==> src/design/rlm_pkg.sv <==
`timescale 1ns / 1ps
// ============================================================================
// rlm_pkg: shared types, codes and helpers for the RSA letter mod-exp core
// Command and register codes, controller state type, the command/status
// structs between controller and datapath, and letter decoding.
// ============================================================================
package rlm_pkg;

    // Widths and defaults
    localparam int MOD_WIDTH_DEF = 16;
    localparam int REG_WIDTH     = 16;
    // Headroom bits above the modulus width for acc * 26 + letter
    localparam int PACK_PAD      = 5;

    // Input commands
    localparam logic [1:0] CMD_APPEND   = 2'd0;
    localparam logic [1:0] CMD_ENCRYPT  = 2'd1;
    localparam logic [1:0] CMD_DECRYPT  = 2'd2;
    localparam logic [1:0] CMD_RESERVED = 2'd3;

    // Configuration register indexes
    localparam logic [1:0] REG_MODULUS  = 2'd0;
    localparam logic [1:0] REG_PUB_EXP  = 2'd1;
    localparam logic [1:0] REG_PRIV_EXP = 2'd2;

    // Configuration reset values
    localparam logic [REG_WIDTH-1:0] MODULUS_RESET  = 16'd323;
    localparam logic [REG_WIDTH-1:0] PUB_EXP_RESET  = 16'd5;
    localparam logic [REG_WIDTH-1:0] PRIV_EXP_RESET = 16'd173;

    // Character decoding
    localparam logic [7:0] CHAR_UPPER_A = 8'h41;
    localparam logic [7:0] CHAR_UPPER_Z = 8'h5A;
    localparam logic [7:0] CHAR_LOWER_A = 8'h61;
    localparam logic [7:0] CHAR_LOWER_Z = 8'h7A;
    localparam logic [4:0] RADIX        = 5'd26;

    // Controller states
    typedef enum logic [2:0] {
        ST_IDLE,
        ST_REDUCE,
        ST_REDUCE_END,
        ST_EXP_CHECK,
        ST_EXP_STEP,
        ST_EXP_UPDATE,
        ST_DONE
    } state_t;

    // Controller to datapath
    typedef struct packed {
        logic capture;      // latch the input beat and load the reduction
        logic step;         // advance the serial mod units one bit
        logic mode_reduce;  // serial unit B shifts in raw bits
        logic reduce_end;   // take the reduced base
        logic exp_load;     // load both units for one exponent bit
        logic exp_update;   // take products, shift exponent
        logic out_load;     // write the output register
    } dp_cmd_t;

    // Datapath to controller
    typedef struct packed {
        logic in_cmd_used;  // input command is not reserved
        logic cnt_last;     // last serial step
        logic append_only;  // current command only appends
        logic exp_zero;     // no exponent bits left
        logic out_free;     // output register can take a result
    } dp_status_t;

    function automatic logic is_letter(input logic [7:0] ch);
        logic upper;
        logic lower;
        upper = (ch >= CHAR_UPPER_A) && (ch <= CHAR_UPPER_Z);
        lower = (ch >= CHAR_LOWER_A) && (ch <= CHAR_LOWER_Z);
        return upper || lower;
    endfunction

    function automatic logic [4:0] letter_index(input logic [7:0] ch);
        logic [7:0] diff;
        if (ch <= CHAR_UPPER_Z) begin
            diff = ch - CHAR_UPPER_A;
        end else begin
            diff = ch - CHAR_LOWER_A;
        end
        return diff[4:0];
    endfunction

endpackage

==> src/design/rlm_modstep.sv <==
`timescale 1ns / 1ps
// ============================================================================
// rlm_modstep: bit-serial modular multiply / reduce unit
// Each step computes p = (2p + addend) mod m, the addend being the operand
// (multiply mode, when the next multiplier bit is set) or the bit itself
// (reduce mode). p and the operand stay below m, so two subtracts suffice.
// ============================================================================
module rlm_modstep #(
    parameter int DW = 16,
    parameter int XW = 21
) (
    input  logic          aclk,
    input  logic          load,
    input  logic          step,
    input  logic          mode_reduce,
    input  logic [XW-1:0] shift_init,
    input  logic [DW-1:0] operand,
    input  logic [DW-1:0] modulus,
    output logic [DW-1:0] prod
);

    logic [DW-1:0] p_reg, p_next;
    logic [XW-1:0] sh_reg, sh_next;
    logic [DW+1:0] m_ext, addend, t0, t1, t2;

    // One shift-add-reduce step
    always_comb begin
        m_ext = {2'b00, modulus};
        if (mode_reduce) begin
            addend = {{(DW+1){1'b0}}, sh_reg[XW-1]};
        end else begin
            addend = sh_reg[XW-1] ? {2'b00, operand} : '0;
        end
        t0 = {1'b0, p_reg, 1'b0} + addend;
        t1 = (t0 >= m_ext) ? (t0 - m_ext) : t0;
        t2 = (t1 >= m_ext) ? (t1 - m_ext) : t1;
    end

    // Load, advance or hold
    always_comb begin
        p_next  = p_reg;
        sh_next = sh_reg;
        if (load) begin
            p_next  = '0;
            sh_next = shift_init;
        end else if (step) begin
            p_next  = t2[DW-1:0];
            sh_next = {sh_reg[XW-2:0], 1'b0};
        end
    end

    always_ff @(posedge aclk) begin
        p_reg  <= p_next;
        sh_reg <= sh_next;
    end

    assign prod = p_reg;

endmodule

==> src/design/rlm_datapath.sv <==
`timescale 1ns / 1ps
// ============================================================================
// rlm_datapath: registers, accumulator and serial mod units
// Holds configuration, the packed-letter accumulator, base / result /
// exponent registers, the step counter, two serial mod units and the
// output register.
// ============================================================================
module rlm_datapath #(
    parameter int MOD_WIDTH = rlm_pkg::MOD_WIDTH_DEF
) (
    input  logic                           aclk,
    input  logic                           aresetn,
    // configuration
    input  logic                           cfg_we,
    input  logic [1:0]                     cfg_index,
    input  logic [rlm_pkg::REG_WIDTH-1:0]  cfg_data,
    // input beat fields
    input  logic [1:0]                     in_cmd,
    input  logic [7:0]                     in_char,
    input  logic [rlm_pkg::REG_WIDTH-1:0]  in_value,
    // output register
    input  logic                           out_ready,
    output logic                           out_valid,
    output logic [rlm_pkg::REG_WIDTH-1:0]  out_result,
    output logic                           out_was_decrypt,
    // control
    input  rlm_pkg::dp_cmd_t               dp_cmd,
    output rlm_pkg::dp_status_t            dp_status
);

    localparam int RW = rlm_pkg::REG_WIDTH;
    localparam int DW = (MOD_WIDTH < RW) ? MOD_WIDTH : RW;
    localparam int XW = DW + rlm_pkg::PACK_PAD;
    localparam int CW = $clog2(XW + 1);

    logic [RW-1:0] mod_cfg_reg, pub_cfg_reg, priv_cfg_reg;
    logic [DW-1:0] acc_reg;
    logic          out_valid_reg;
    logic [1:0]    cmd_reg;
    logic          is_let_reg;
    logic [DW-1:0] m_reg, e_reg, r_reg, b_reg;
    logic [CW-1:0] cnt_reg;
    logic [RW-1:0] res_reg;
    logic          was_dec_reg;

    logic [DW-1:0] m_raw, m_eff;
    logic [XW-1:0] x_pack, x_src;
    logic [XW-1:0] init_a, init_b;
    logic [DW-1:0] prod_a, prod_b;
    logic          load_b;

    // Effective modulus: zero behaves as one
    assign m_raw = mod_cfg_reg[DW-1:0];
    assign m_eff = (m_raw == '0) ? DW'(1) : m_raw;

    // Value to reduce at capture
    always_comb begin
        x_pack = XW'(acc_reg) * XW'(rlm_pkg::RADIX)
               + XW'(rlm_pkg::letter_index(in_char));
        if (in_cmd == rlm_pkg::CMD_DECRYPT) begin
            x_src = XW'(in_value[DW-1:0]);
        end else if (rlm_pkg::is_letter(in_char)) begin
            x_src = x_pack;
        end else begin
            x_src = XW'(acc_reg);
        end
    end

    // Serial unit loads: A multiplies r by b, B reduces or squares b
    assign init_a = {r_reg, {rlm_pkg::PACK_PAD{1'b0}}};
    assign init_b = dp_cmd.capture ? x_src : {b_reg, {rlm_pkg::PACK_PAD{1'b0}}};
    assign load_b = dp_cmd.capture || dp_cmd.exp_load;

    rlm_modstep #(.DW(DW), .XW(XW)) u_mul_a (
        .aclk        (aclk),
        .load        (dp_cmd.exp_load),
        .step        (dp_cmd.step),
        .mode_reduce (1'b0),
        .shift_init  (init_a),
        .operand     (b_reg),
        .modulus     (m_reg),
        .prod        (prod_a)
    );

    rlm_modstep #(.DW(DW), .XW(XW)) u_mul_b (
        .aclk        (aclk),
        .load        (load_b),
        .step        (dp_cmd.step),
        .mode_reduce (dp_cmd.mode_reduce),
        .shift_init  (init_b),
        .operand     (b_reg),
        .modulus     (m_reg),
        .prod        (prod_b)
    );

    // Configuration, accumulator and output valid
    always_ff @(posedge aclk) begin
        if (!aresetn) begin
            mod_cfg_reg   <= rlm_pkg::MODULUS_RESET;
            pub_cfg_reg   <= rlm_pkg::PUB_EXP_RESET;
            priv_cfg_reg  <= rlm_pkg::PRIV_EXP_RESET;
            acc_reg       <= '0;
            out_valid_reg <= 1'b0;
        end else begin
            if (cfg_we) begin
                unique case (cfg_index)
                    rlm_pkg::REG_MODULUS:  mod_cfg_reg  <= cfg_data;
                    rlm_pkg::REG_PUB_EXP:  pub_cfg_reg  <= cfg_data;
                    rlm_pkg::REG_PRIV_EXP: priv_cfg_reg <= cfg_data;
                    default: ;
                endcase
            end
            // only a letter adds to the accumulator, an encrypt write clears it; other bytes leave it as is
            if (dp_cmd.reduce_end && is_let_reg && (cmd_reg != rlm_pkg::CMD_DECRYPT)) begin
                acc_reg <= prod_b;
            end else if (dp_cmd.out_load && (cmd_reg == rlm_pkg::CMD_ENCRYPT)) begin
                acc_reg <= '0;
            end
            if (dp_cmd.out_load) begin
                out_valid_reg <= 1'b1;
            end else if (out_ready) begin
                out_valid_reg <= 1'b0;
            end
        end
    end

    // Working registers
    always_ff @(posedge aclk) begin
        if (dp_cmd.capture) begin
            cmd_reg    <= in_cmd;
            is_let_reg <= rlm_pkg::is_letter(in_char);
            m_reg      <= m_eff;
            e_reg      <= (in_cmd == rlm_pkg::CMD_DECRYPT) ? priv_cfg_reg[DW-1:0]
                                                           : pub_cfg_reg[DW-1:0];
        end else if (dp_cmd.exp_update) begin
            e_reg <= e_reg >> 1;
        end

        if (dp_cmd.capture) begin
            cnt_reg <= CW'(XW);
        end else if (dp_cmd.exp_load) begin
            cnt_reg <= CW'(DW);
        end else if (dp_cmd.step) begin
            cnt_reg <= cnt_reg - CW'(1);
        end

        if (dp_cmd.reduce_end) begin
            b_reg <= prod_b;
            r_reg <= (m_reg == DW'(1)) ? '0 : DW'(1);
        end else if (dp_cmd.exp_update) begin
            b_reg <= prod_b;
            if (e_reg[0]) begin
                r_reg <= prod_a;
            end
        end

        if (dp_cmd.out_load) begin
            res_reg     <= RW'(r_reg);
            was_dec_reg <= (cmd_reg == rlm_pkg::CMD_DECRYPT);
        end
    end

    // Status back to the controller
    always_comb begin
        dp_status.in_cmd_used = (in_cmd != rlm_pkg::CMD_RESERVED);
        dp_status.cnt_last    = (cnt_reg == CW'(1));
        dp_status.append_only = (cmd_reg == rlm_pkg::CMD_APPEND);
        dp_status.exp_zero    = (e_reg == '0);
        dp_status.out_free    = !out_valid_reg || out_ready;
    end

    assign out_valid       = out_valid_reg;
    assign out_result      = res_reg;
    assign out_was_decrypt = was_dec_reg;

endmodule

==> src/design/rlm_ctrl.sv <==
`timescale 1ns / 1ps
// ============================================================================
// rlm_ctrl: sequencer for the RSA letter mod-exp core
// Steps through capture, base reduction, one pass per exponent bit and the
// output write, issuing datapath commands from the current state.
// ============================================================================
module rlm_ctrl (
    input  logic                aclk,
    input  logic                aresetn,
    input  logic                in_valid,
    output logic                in_ready,
    input  rlm_pkg::dp_status_t dp_status,
    output rlm_pkg::dp_cmd_t    dp_cmd
);

    rlm_pkg::state_t state_reg, state_next;

    always_ff @(posedge aclk) begin
        if (!aresetn) begin
            state_reg <= rlm_pkg::ST_IDLE;
        end else begin
            state_reg <= state_next;
        end
    end

    // Next state
    always_comb begin
        state_next = state_reg;
        unique case (state_reg)
            rlm_pkg::ST_IDLE: begin
                if (in_valid && dp_status.in_cmd_used) begin
                    state_next = rlm_pkg::ST_REDUCE;
                end
            end
            rlm_pkg::ST_REDUCE: begin
                if (dp_status.cnt_last) begin
                    state_next = rlm_pkg::ST_REDUCE_END;
                end
            end
            rlm_pkg::ST_REDUCE_END: begin
                state_next = dp_status.append_only ? rlm_pkg::ST_IDLE
                                                   : rlm_pkg::ST_EXP_CHECK;
            end
            rlm_pkg::ST_EXP_CHECK: begin
                state_next = dp_status.exp_zero ? rlm_pkg::ST_DONE
                                                : rlm_pkg::ST_EXP_STEP;
            end
            rlm_pkg::ST_EXP_STEP: begin
                if (dp_status.cnt_last) begin
                    state_next = rlm_pkg::ST_EXP_UPDATE;
                end
            end
            rlm_pkg::ST_EXP_UPDATE: begin
                state_next = rlm_pkg::ST_EXP_CHECK;
            end
            rlm_pkg::ST_DONE: begin
                if (dp_status.out_free) begin
                    state_next = rlm_pkg::ST_IDLE;
                end
            end
            default: begin
                state_next = rlm_pkg::ST_IDLE;
            end
        endcase
    end

    // Datapath commands
    always_comb begin
        in_ready = 1'b0;
        dp_cmd   = '0;
        unique case (state_reg)
            rlm_pkg::ST_IDLE: begin
                in_ready       = 1'b1;
                dp_cmd.capture = in_valid;
            end
            rlm_pkg::ST_REDUCE: begin
                dp_cmd.step        = 1'b1;
                dp_cmd.mode_reduce = 1'b1;
            end
            rlm_pkg::ST_REDUCE_END: begin
                dp_cmd.reduce_end = 1'b1;
            end
            rlm_pkg::ST_EXP_CHECK: begin
                dp_cmd.exp_load = !dp_status.exp_zero;
            end
            rlm_pkg::ST_EXP_STEP: begin
                dp_cmd.step = 1'b1;
            end
            rlm_pkg::ST_EXP_UPDATE: begin
                dp_cmd.exp_update = 1'b1;
            end
            rlm_pkg::ST_DONE: begin
                dp_cmd.out_load = dp_status.out_free;
            end
            default: ;
        endcase
    end

endmodule

==> src/design/rsa_letter_modexp_core.sv <==
`timescale 1ns / 1ps
// ============================================================================
// rsa_letter_modexp_core: toy RSA engine with letter packing
// Packs letters base 26 into a modular accumulator, encrypts it on request
// and decrypts ciphertext values, all by serial square-and-multiply.
// ============================================================================
// Usage:
//   s_ beats carry a command in s_tuser and a character or ciphertext in
//   s_tdata. Append (0) packs a letter into the accumulator, encrypt (1)
//   appends and then returns acc^e mod n and clears the accumulator, decrypt
//   (2) returns value^d mod n. Command 3 is dropped.
//   m_ beats carry the result in m_tdata and a decrypt flag in m_tuser.
//   cfg_ writes set modulus, public and private exponent; write only while
//   the core is idle. cfg_ready is always high.
// Sequence (W = min(MOD_WIDTH,16)):
//   the base reduction shifts all W+5 packed bits through unit B; each
//   exponent bit then runs both serial mod units (r*b and b*b) side by
//   side one multiplier bit per cycle over W bits, then updates r and b.
//   An append returns to idle after the reduction. One item is in flight
//   at a time.
// Reset restores the register defaults (323, 5, 173) and clears the
// accumulator. A stalled m_ side holds the result register; a new beat is
// still taken, and its result waits until the held one is taken.
// ============================================================================
module rsa_letter_modexp_core #(
    parameter int MOD_WIDTH = rlm_pkg::MOD_WIDTH_DEF
) (
    input  logic        aclk,
    input  logic        aresetn,
    // input stream
    input  logic        s_tvalid,
    output logic        s_tready,
    input  logic [23:0] s_tdata,   // [7:0] char_code, [23:8] value
    input  logic [1:0]  s_tuser,   // [1:0] cmd
    // result stream
    output logic        m_tvalid,
    input  logic        m_tready,
    output logic [15:0] m_tdata,   // [15:0] result
    output logic        m_tuser,   // [0] was_decrypt
    // configuration writes
    input  logic        cfg_valid,
    output logic        cfg_ready,
    input  logic [1:0]  cfg_index,
    input  logic [15:0] cfg_data
);

    rlm_pkg::dp_cmd_t    dp_cmd;
    rlm_pkg::dp_status_t dp_status;

    assign cfg_ready = 1'b1;

    rlm_ctrl u_ctrl (
        .aclk      (aclk),
        .aresetn   (aresetn),
        .in_valid  (s_tvalid),
        .in_ready  (s_tready),
        .dp_status (dp_status),
        .dp_cmd    (dp_cmd)
    );

    rlm_datapath #(.MOD_WIDTH(MOD_WIDTH)) u_datapath (
        .aclk            (aclk),
        .aresetn         (aresetn),
        .cfg_we          (cfg_valid && cfg_ready),
        .cfg_index       (cfg_index),
        .cfg_data        (cfg_data),
        .in_cmd          (s_tuser),
        .in_char         (s_tdata[7:0]),
        .in_value        (s_tdata[23:8]),
        .out_ready       (m_tready),
        .out_valid       (m_tvalid),
        .out_result      (m_tdata),
        .out_was_decrypt (m_tuser),
        .dp_cmd          (dp_cmd),
        .dp_status       (dp_status)
    );

    // A dropped command leaves the core ready for the next beat
    a_reserved_drop: assert property (@(posedge aclk) disable iff (!aresetn)
        (s_tvalid && s_tready && (s_tuser == rlm_pkg::CMD_RESERVED)) |=> s_tready)
        else $error("reserved command did not return to idle");

    // A result only appears from an output write
    a_out_source: assert property (@(posedge aclk) disable iff (!aresetn)
        $rose(m_tvalid) |-> $past(dp_cmd.out_load))
        else $error("result valid without output write");

    // Never overwrite a result that is still held
    a_out_free: assert property (@(posedge aclk) disable iff (!aresetn)
        dp_cmd.out_load |-> (!m_tvalid || m_tready))
        else $error("output register overwritten while stalled");

    // No result can be ready the cycle after a beat is accepted
    a_no_instant: assert property (@(posedge aclk) disable iff (!aresetn)
        (s_tvalid && s_tready) |=> (!m_tvalid || $past(m_tvalid)))
        else $error("result appeared right after acceptance");

endmodule

==> config.mk <==
export PLATFORM = sky130hd
export DESIGN_NAME = rsa_letter_modexp_core
export DESIGN_NICKNAME = d
export VERILOG_FILES = /design/src/design/rlm_pkg.sv /design/src/design/rlm_modstep.sv /design/src/design/rlm_datapath.sv /design/src/design/rlm_ctrl.sv /design/src/design/rsa_letter_modexp_core.sv
export SDC_FILE = /design/constraint.sdc
export NUM_CORES = 1
export LEC_CHECK = 0
export BUFFER_PORTS_ARGS = -buffer_cell sky130_fd_sc_hd__buf_2
export CAP_MARGIN = 20
export CORE_AREA = 4 4 196 198
export CTS_CLUSTER_DIAMETER = 150
export CTS_CLUSTER_SIZE = 8
export DETAILED_ROUTE_END_ITERATION = 10
export DIE_AREA = 0 0 200 202
export GPL_ROUTABILITY_DRIVEN = 0
export GPL_TIMING_DRIVEN = 0
export PLACE_DENSITY = 0.58
export SLEW_MARGIN = 30
export SYNTH_ARGS = -nofsm -noshare
export SYNTH_HDL_FRONTEND = slang
export SYNTH_SLANG_ARGS = --single-unit
==> constraint.sdc <==
create_clock -name aclk -period 17.55 [get_ports aclk]
set_input_delay 0.8775 -clock aclk [delete_from_list [all_inputs] [get_ports aclk]]
set_output_delay 0.8775 -clock aclk [all_outputs]
set_load 0.005 [all_outputs]
Word level (Yosys, flattened, before mapping) --
Cells that the tools add are included.
Operators by class: equality and inequality tests 19, multipliers 1, magnitude comparators 8, $add $sub $neg 10, multiplexer cells 45, reduce and logical (&&, ||, !) cells 30
Operator list (count):
- $mux W16 | 14
- $mux W21 | 7
- $ge A18 B16 Y1 | 4
- $mux W18 | 3
- $add A17 B18 Y18 | 2
- $sub A18 B16 Y18 | 2
- $logic_not A16 Y1 | 2
- $sub A16 B16 Y16 | 2
- $add A21 B5 Y21 | 1
- $pmux W3 S7 | 1
- $mul A16 B4 Y20 const B | 1
- $mux W3 | 6
- $eq A16 B1 Y1 const B | 1
- $ge A8 B7 Y1 const B | 2
- $le A8 B7 Y1 const B | 2
- $sub A5 B1 Y5 const B | 3
- $reduce_bool A2 Y1 | 7
- $mux W1 | 11
- $eq A3 B3 Y1 const B | 3
- $ne A2 B2 Y1 const B | 4
- $reduce_and A2 Y1 | 4
- $eq A2 B2 Y1 const B | 3
- $eq A3 B2 Y1 const B | 2
- $logic_and A1 B1 Y1 | 6
- 12 further kinds | 20
Storage, ports and cells: word-level logic and storage cells 133, register bits after elaboration 226

Logic depth before layout (Yosys ltp) --
depth in word-level cells 8, depth in mapped cells 35

Hierarchy --
A second synthesis with hierarchy kept.
Unflattened totals: cell total of the unflattened synthesis 1913, area, all modules 17401.7 sq um
By module, submodules not included:
- rlm_datapath | instances 1, sequential area each 3923.8 sq um, cells each 907, area an instance 8499.4 sq um
- rlm_modstep at u_datapath.u_mul_b | instances 1, sequential area each 950.9 sq um, cells each 477, area an instance 4342.9 sq um
- rlm_modstep at u_datapath.u_mul_a | instances 1, sequential area each 950.9 sq um, cells each 493, area an instance 4257.8 sq um
- rlm_ctrl | instances 1, sequential area each 60.1 sq um, cells each 34, area an instance 290.3 sq um
- rsa_letter_modexp_core | instances 1, sequential area each 0.0 sq um, cells each 2, area an instance 11.3 sq um

Worst setup path after synthesis --
OpenSTA, ideal clock, no wires.
path type flip-flop to flip-flop, start point register u_ctrl.state_reg[2], end point register u_datapath.u_mul_b.p_reg[10], in the netlist u_datapath.u_mul_b.prod[10], setup slack 10606 ps, arrival 6806 ps, cell stages (with the launch flop) 35, setup time 138 ps, required time 17412 ps, path through dfxtp_1 > buf_1 > nand2b_1 > nor2_1 > nor2b_1 > clkbuf_1 > nand2_1 > fa_1 > nor2b_1 > o31a_1 > nor2_1 > nor3_1 > a31oi_1 > xnor2_1 > ha_1 > a21o_1 > a21o_1 > a2111oi_0 > o2111ai_1 > nand2_1 > nand4_1 > buf_2 > mux2i_1 > ha_1 > nor2b_1 > o21ai_0 > a21oi_1 > o2111ai_1 > nand4_1 > a31oi_1 > nor2b_1 > nor4_4 > buf_6 > mux2i_1 > a211oi_1
On the way: cells in the longest elaborated chain, start to end 8, elaborated cells between the ends (all ways) 18, classes of those cells 3 x add/sub; 2 x order compare; 3 x eq/ne; 7 x mux; 3 x reduce/logical
RTL lines:
- from (decl) | line rlm_ctrl.sv:16 | rlm_pkg::state_t state_reg, state_next;
- from (signal assigned) | line rlm_ctrl.sv:20 | state_reg <= rlm_pkg::ST_IDLE;
- from (signal assigned) | line rlm_ctrl.sv:22 | state_reg <= state_next;
- $eq A3 B1 Y1 | line rlm_ctrl.sv:71 | unique case (state_reg)
- $mux W1 | line rlm_ctrl.sv:71
- $mux W18 | line rlm_modstep.sv:29 | if (mode_reduce) begin
- $add A17 B18 Y18 | line rlm_modstep.sv:34 | t0 = {1'b0, p_reg, 1'b0} + addend;
- $sub A18 B16 Y18 / $ge A18 B16 Y1 (equally long branches) | line rlm_modstep.sv:35 | t1 = (t0 >= m_ext) ? (t0 - m_ext) : t0;
- $mux W18 | line rlm_modstep.sv:35
- $sub A16 B16 Y16 / $ge A18 B16 Y1 (equally long branches) | line rlm_modstep.sv:36 | t2 = (t1 >= m_ext) ? (t1 - m_ext) : t1;
- $mux W16 | line rlm_modstep.sv:36
- to (signal assigned) | line rlm_modstep.sv:53 | p_reg <= p_next;
- to (decl) | line rlm_modstep.sv:22 | logic [DW-1:0] p_reg, p_next;
Parallel ways exist; a longest one is shown, timed or not. A chain may end at the register's enable or synchronous reset.

Final worst setup path --
start point register u_ctrl.state_reg[2], end point register u_datapath.u_mul_b.p_reg[11], in the netlist u_datapath.u_mul_b.prod[11]
Same word-level chain as after synthesis.

==> metrics.cfg <==
[floorplan]
dieArea_um2=40400
die_w_um=200
io_pins=69
rows=70
die-height_um=202
core_area_um2=36500
initial_core_util_pct=44.9

[sta]
post-route-period-util_pct=54.3
finClkSkew_ps=16.1
hold_viol=0
rsz0062_at_grt=no
fin_crit_ps=9530
finalSetupTns_ps=0
fin_ws_ps=8020
fmax_mhz=105
worst_pin_slew_ps=932
drv_slew=0
slew_headroom_pct=37.7
setup_viol=0

[detailed_routing]
first_pass_iters=5
detail-route-antenna-nets=0
wl_per_cell_um=18.7
wl_mm=45.9
vias=13728
first_iter_violations=871
vias_per_cell=5.59
remaining_drc_errors=0

[worst_setup_path]
critPathLaunchType=register
crit_arrival_ps=9890
critPathMaxStageDelay_ps=600
crit_type=register to register
cp.required_ps=17900
r2r_cells=34
r2r_start=u_ctrl.state_reg[2]
path_common_cell=nor2b_1
worst-path-stages=34
crit_family=simple AND/OR/NAND/NOR gates
crit_fanout=10
crit_slowest_cell=a2111oi_0
worst_setup_path_end_kind=register
cp_num_buf_inv=4
reg2reg_to=u_datapath.u_mul_b.prod[11]
r2r_slack_ps=8020

[placement]
hpwl_mm=37.0
dp.cells=2396
dp_slack_ps=8240
portBuffers=66

[logic_synthesis]
ys_async_sr_fraction_pct=0
synth_top_cell_area_share_pct=22.2
synthFlopType=edfxtp_1
ys_ff_latch=226
synth_top_cell_by_area=edfxtp_1
synthesis.nets=2068
syn_inst=1860
synthMostInstantiatedCell=nand2_1
yosysWarnings=0
synthTopCellsByArea=edfxtp_1 22%, dfxtp_1 13%, ha_1 11%, nand2_1 5.1%, xnor2_1 4.1%
synth_cell_types=76
ys_seq_area_share_pct=35.0
synthesis.area_um2=16400
synth_edf_count=121
ys_top_cells_by_count=222 x nand2_1, 139 x ha_1, 129 x nor2_1
syn_avg_cell_area_um2=8.82

[cts]
cts_tree=yes
path_clk_slew_ps=50
cts_max_level=2
cts_buffers=34
cts_root_buf=clkbuf_16
postCtsSetupBuffers=0
clock_sinks=226
cts_hold_buf=0
cts_max_path_buffers=3
ctsResizeCount=0
clkLatencyLatePin_ps=510

[finish]
largest_reg_flops=21
area_growth_pct=12.2
final_util_pct=50.4
fin_cells=2457
n_antenna_cell=0
drive_gt1_share_pct=8.30
nets=2172

[global_routing]
antenna_found_initial=1
grtUsageTotal_pct=22.5
grt_max_degree=28
grt_pass1_wl_mm=72.6
overflow=0
grt_pass1_vias=13250

[hold_path]
hold-path-cell-count=0
hold_end=u_datapath.out_result[9]
worstHoldPathType=register to register
worstHoldStart=u_datapath.r_reg[9]

[flow_run]
max-cap-violations=0

[status]
status=finished clean

-- cell families after synthesis --
group	Yosys count	synth area share, %
muxes	78	5.02
buffers and inverters	213	4.97
other	1	0.0229
adders and majority gates	159	13.0
xor gates and xnor gates	106	5.66
DFF	226	35.0
and+or+nand+nor	626	18.4
AOI/OAI and AO/OA	451	17.9
-- layout by cell type (no fill, tap or decap), drive strengths merged, types with 35 or more instances in the layout --
cell type	n
a211oi	47
a21boi	39
a21oi	113
a31oi	35
and2	41
buf	74
clkbuf	139
dfxtp	105
edfxtp	121
ha	139
inv	127
mux2i	44
nand2	222
nand3	41
nor2	129
nor2b	54
o21ai	84
xnor2	77
-- worst max-delay path by stage --
stage | startpoint | endpoint | slack, ps
6_report | u_ctrl.state_reg[2] | u_datapath.u_mul_b.prod[11] | 8020
5_1_grt | u_ctrl.state_reg[2] | u_datapath.u_mul_b.prod[7] | 7460
4_1_cts | u_ctrl.state_reg[2] | u_datapath.u_mul_b.prod[7] | 8210
3_5_place_dp | u_ctrl.state_reg[2] | u_datapath.u_mul_b.prod[7] | 8240
3_3_place_gp | u_ctrl.state_reg[2] | u_datapath.u_mul_b.prod[6] | 8370
2_1_floorplan | u_ctrl.state_reg[2] | u_datapath.u_mul_b.prod[10] | 10610
-- stage by stage --
step           hold slack [ps]  cell area (um2)
2_1_floorplan              422            16400
3_3_place_gp               431            17300
3_5_place_dp               430            17400
4_1_cts                    439            18400
5_1_grt                    460            18400
6_report                   439            18400
-- worst reg2reg max path, delay by kind of cell (launching register included) --
family / cells / cell delay, ps
simple gates: 13 / 2790
compound gates: 11 / 2730
buf+inv: 4 / 1330
fa+ha+maj: 3 / 1190
mux: 2 / 640
flops: 1 / 360
xor+xnor: 1 / 320
-- per-layer routing --
layer	vias up	global-route usage (%)	wire length [um]
li1	6862	-	-
met1	6506	31.3	21200
met2	317	37.8	21800
met3	43	2.77	2060
met4	0	4.54	782
met5	-	0	0
-- cell type report --
| class | instances | area [um2] |
|---|---|---|
| Sequential cell | 226 | 5740 |
| Clock buffer | 60 | 1010 |
| Inverter | 128 | 480 |
| Timing Repair Buffer | 68 | 362 |
| Multi-Input combinational cell | 1421 | 9880 |
| Buffer | 85 | 335 |
| Clock inverter | 1 | 8.76 |
| Fill cell | 3474 | 18100 |
| Tap cell | 468 | 586 |
Power is left out: the tool's default activity adds up to more than one toggle a clock period on the data nets, which glitch-free logic cannot reach.
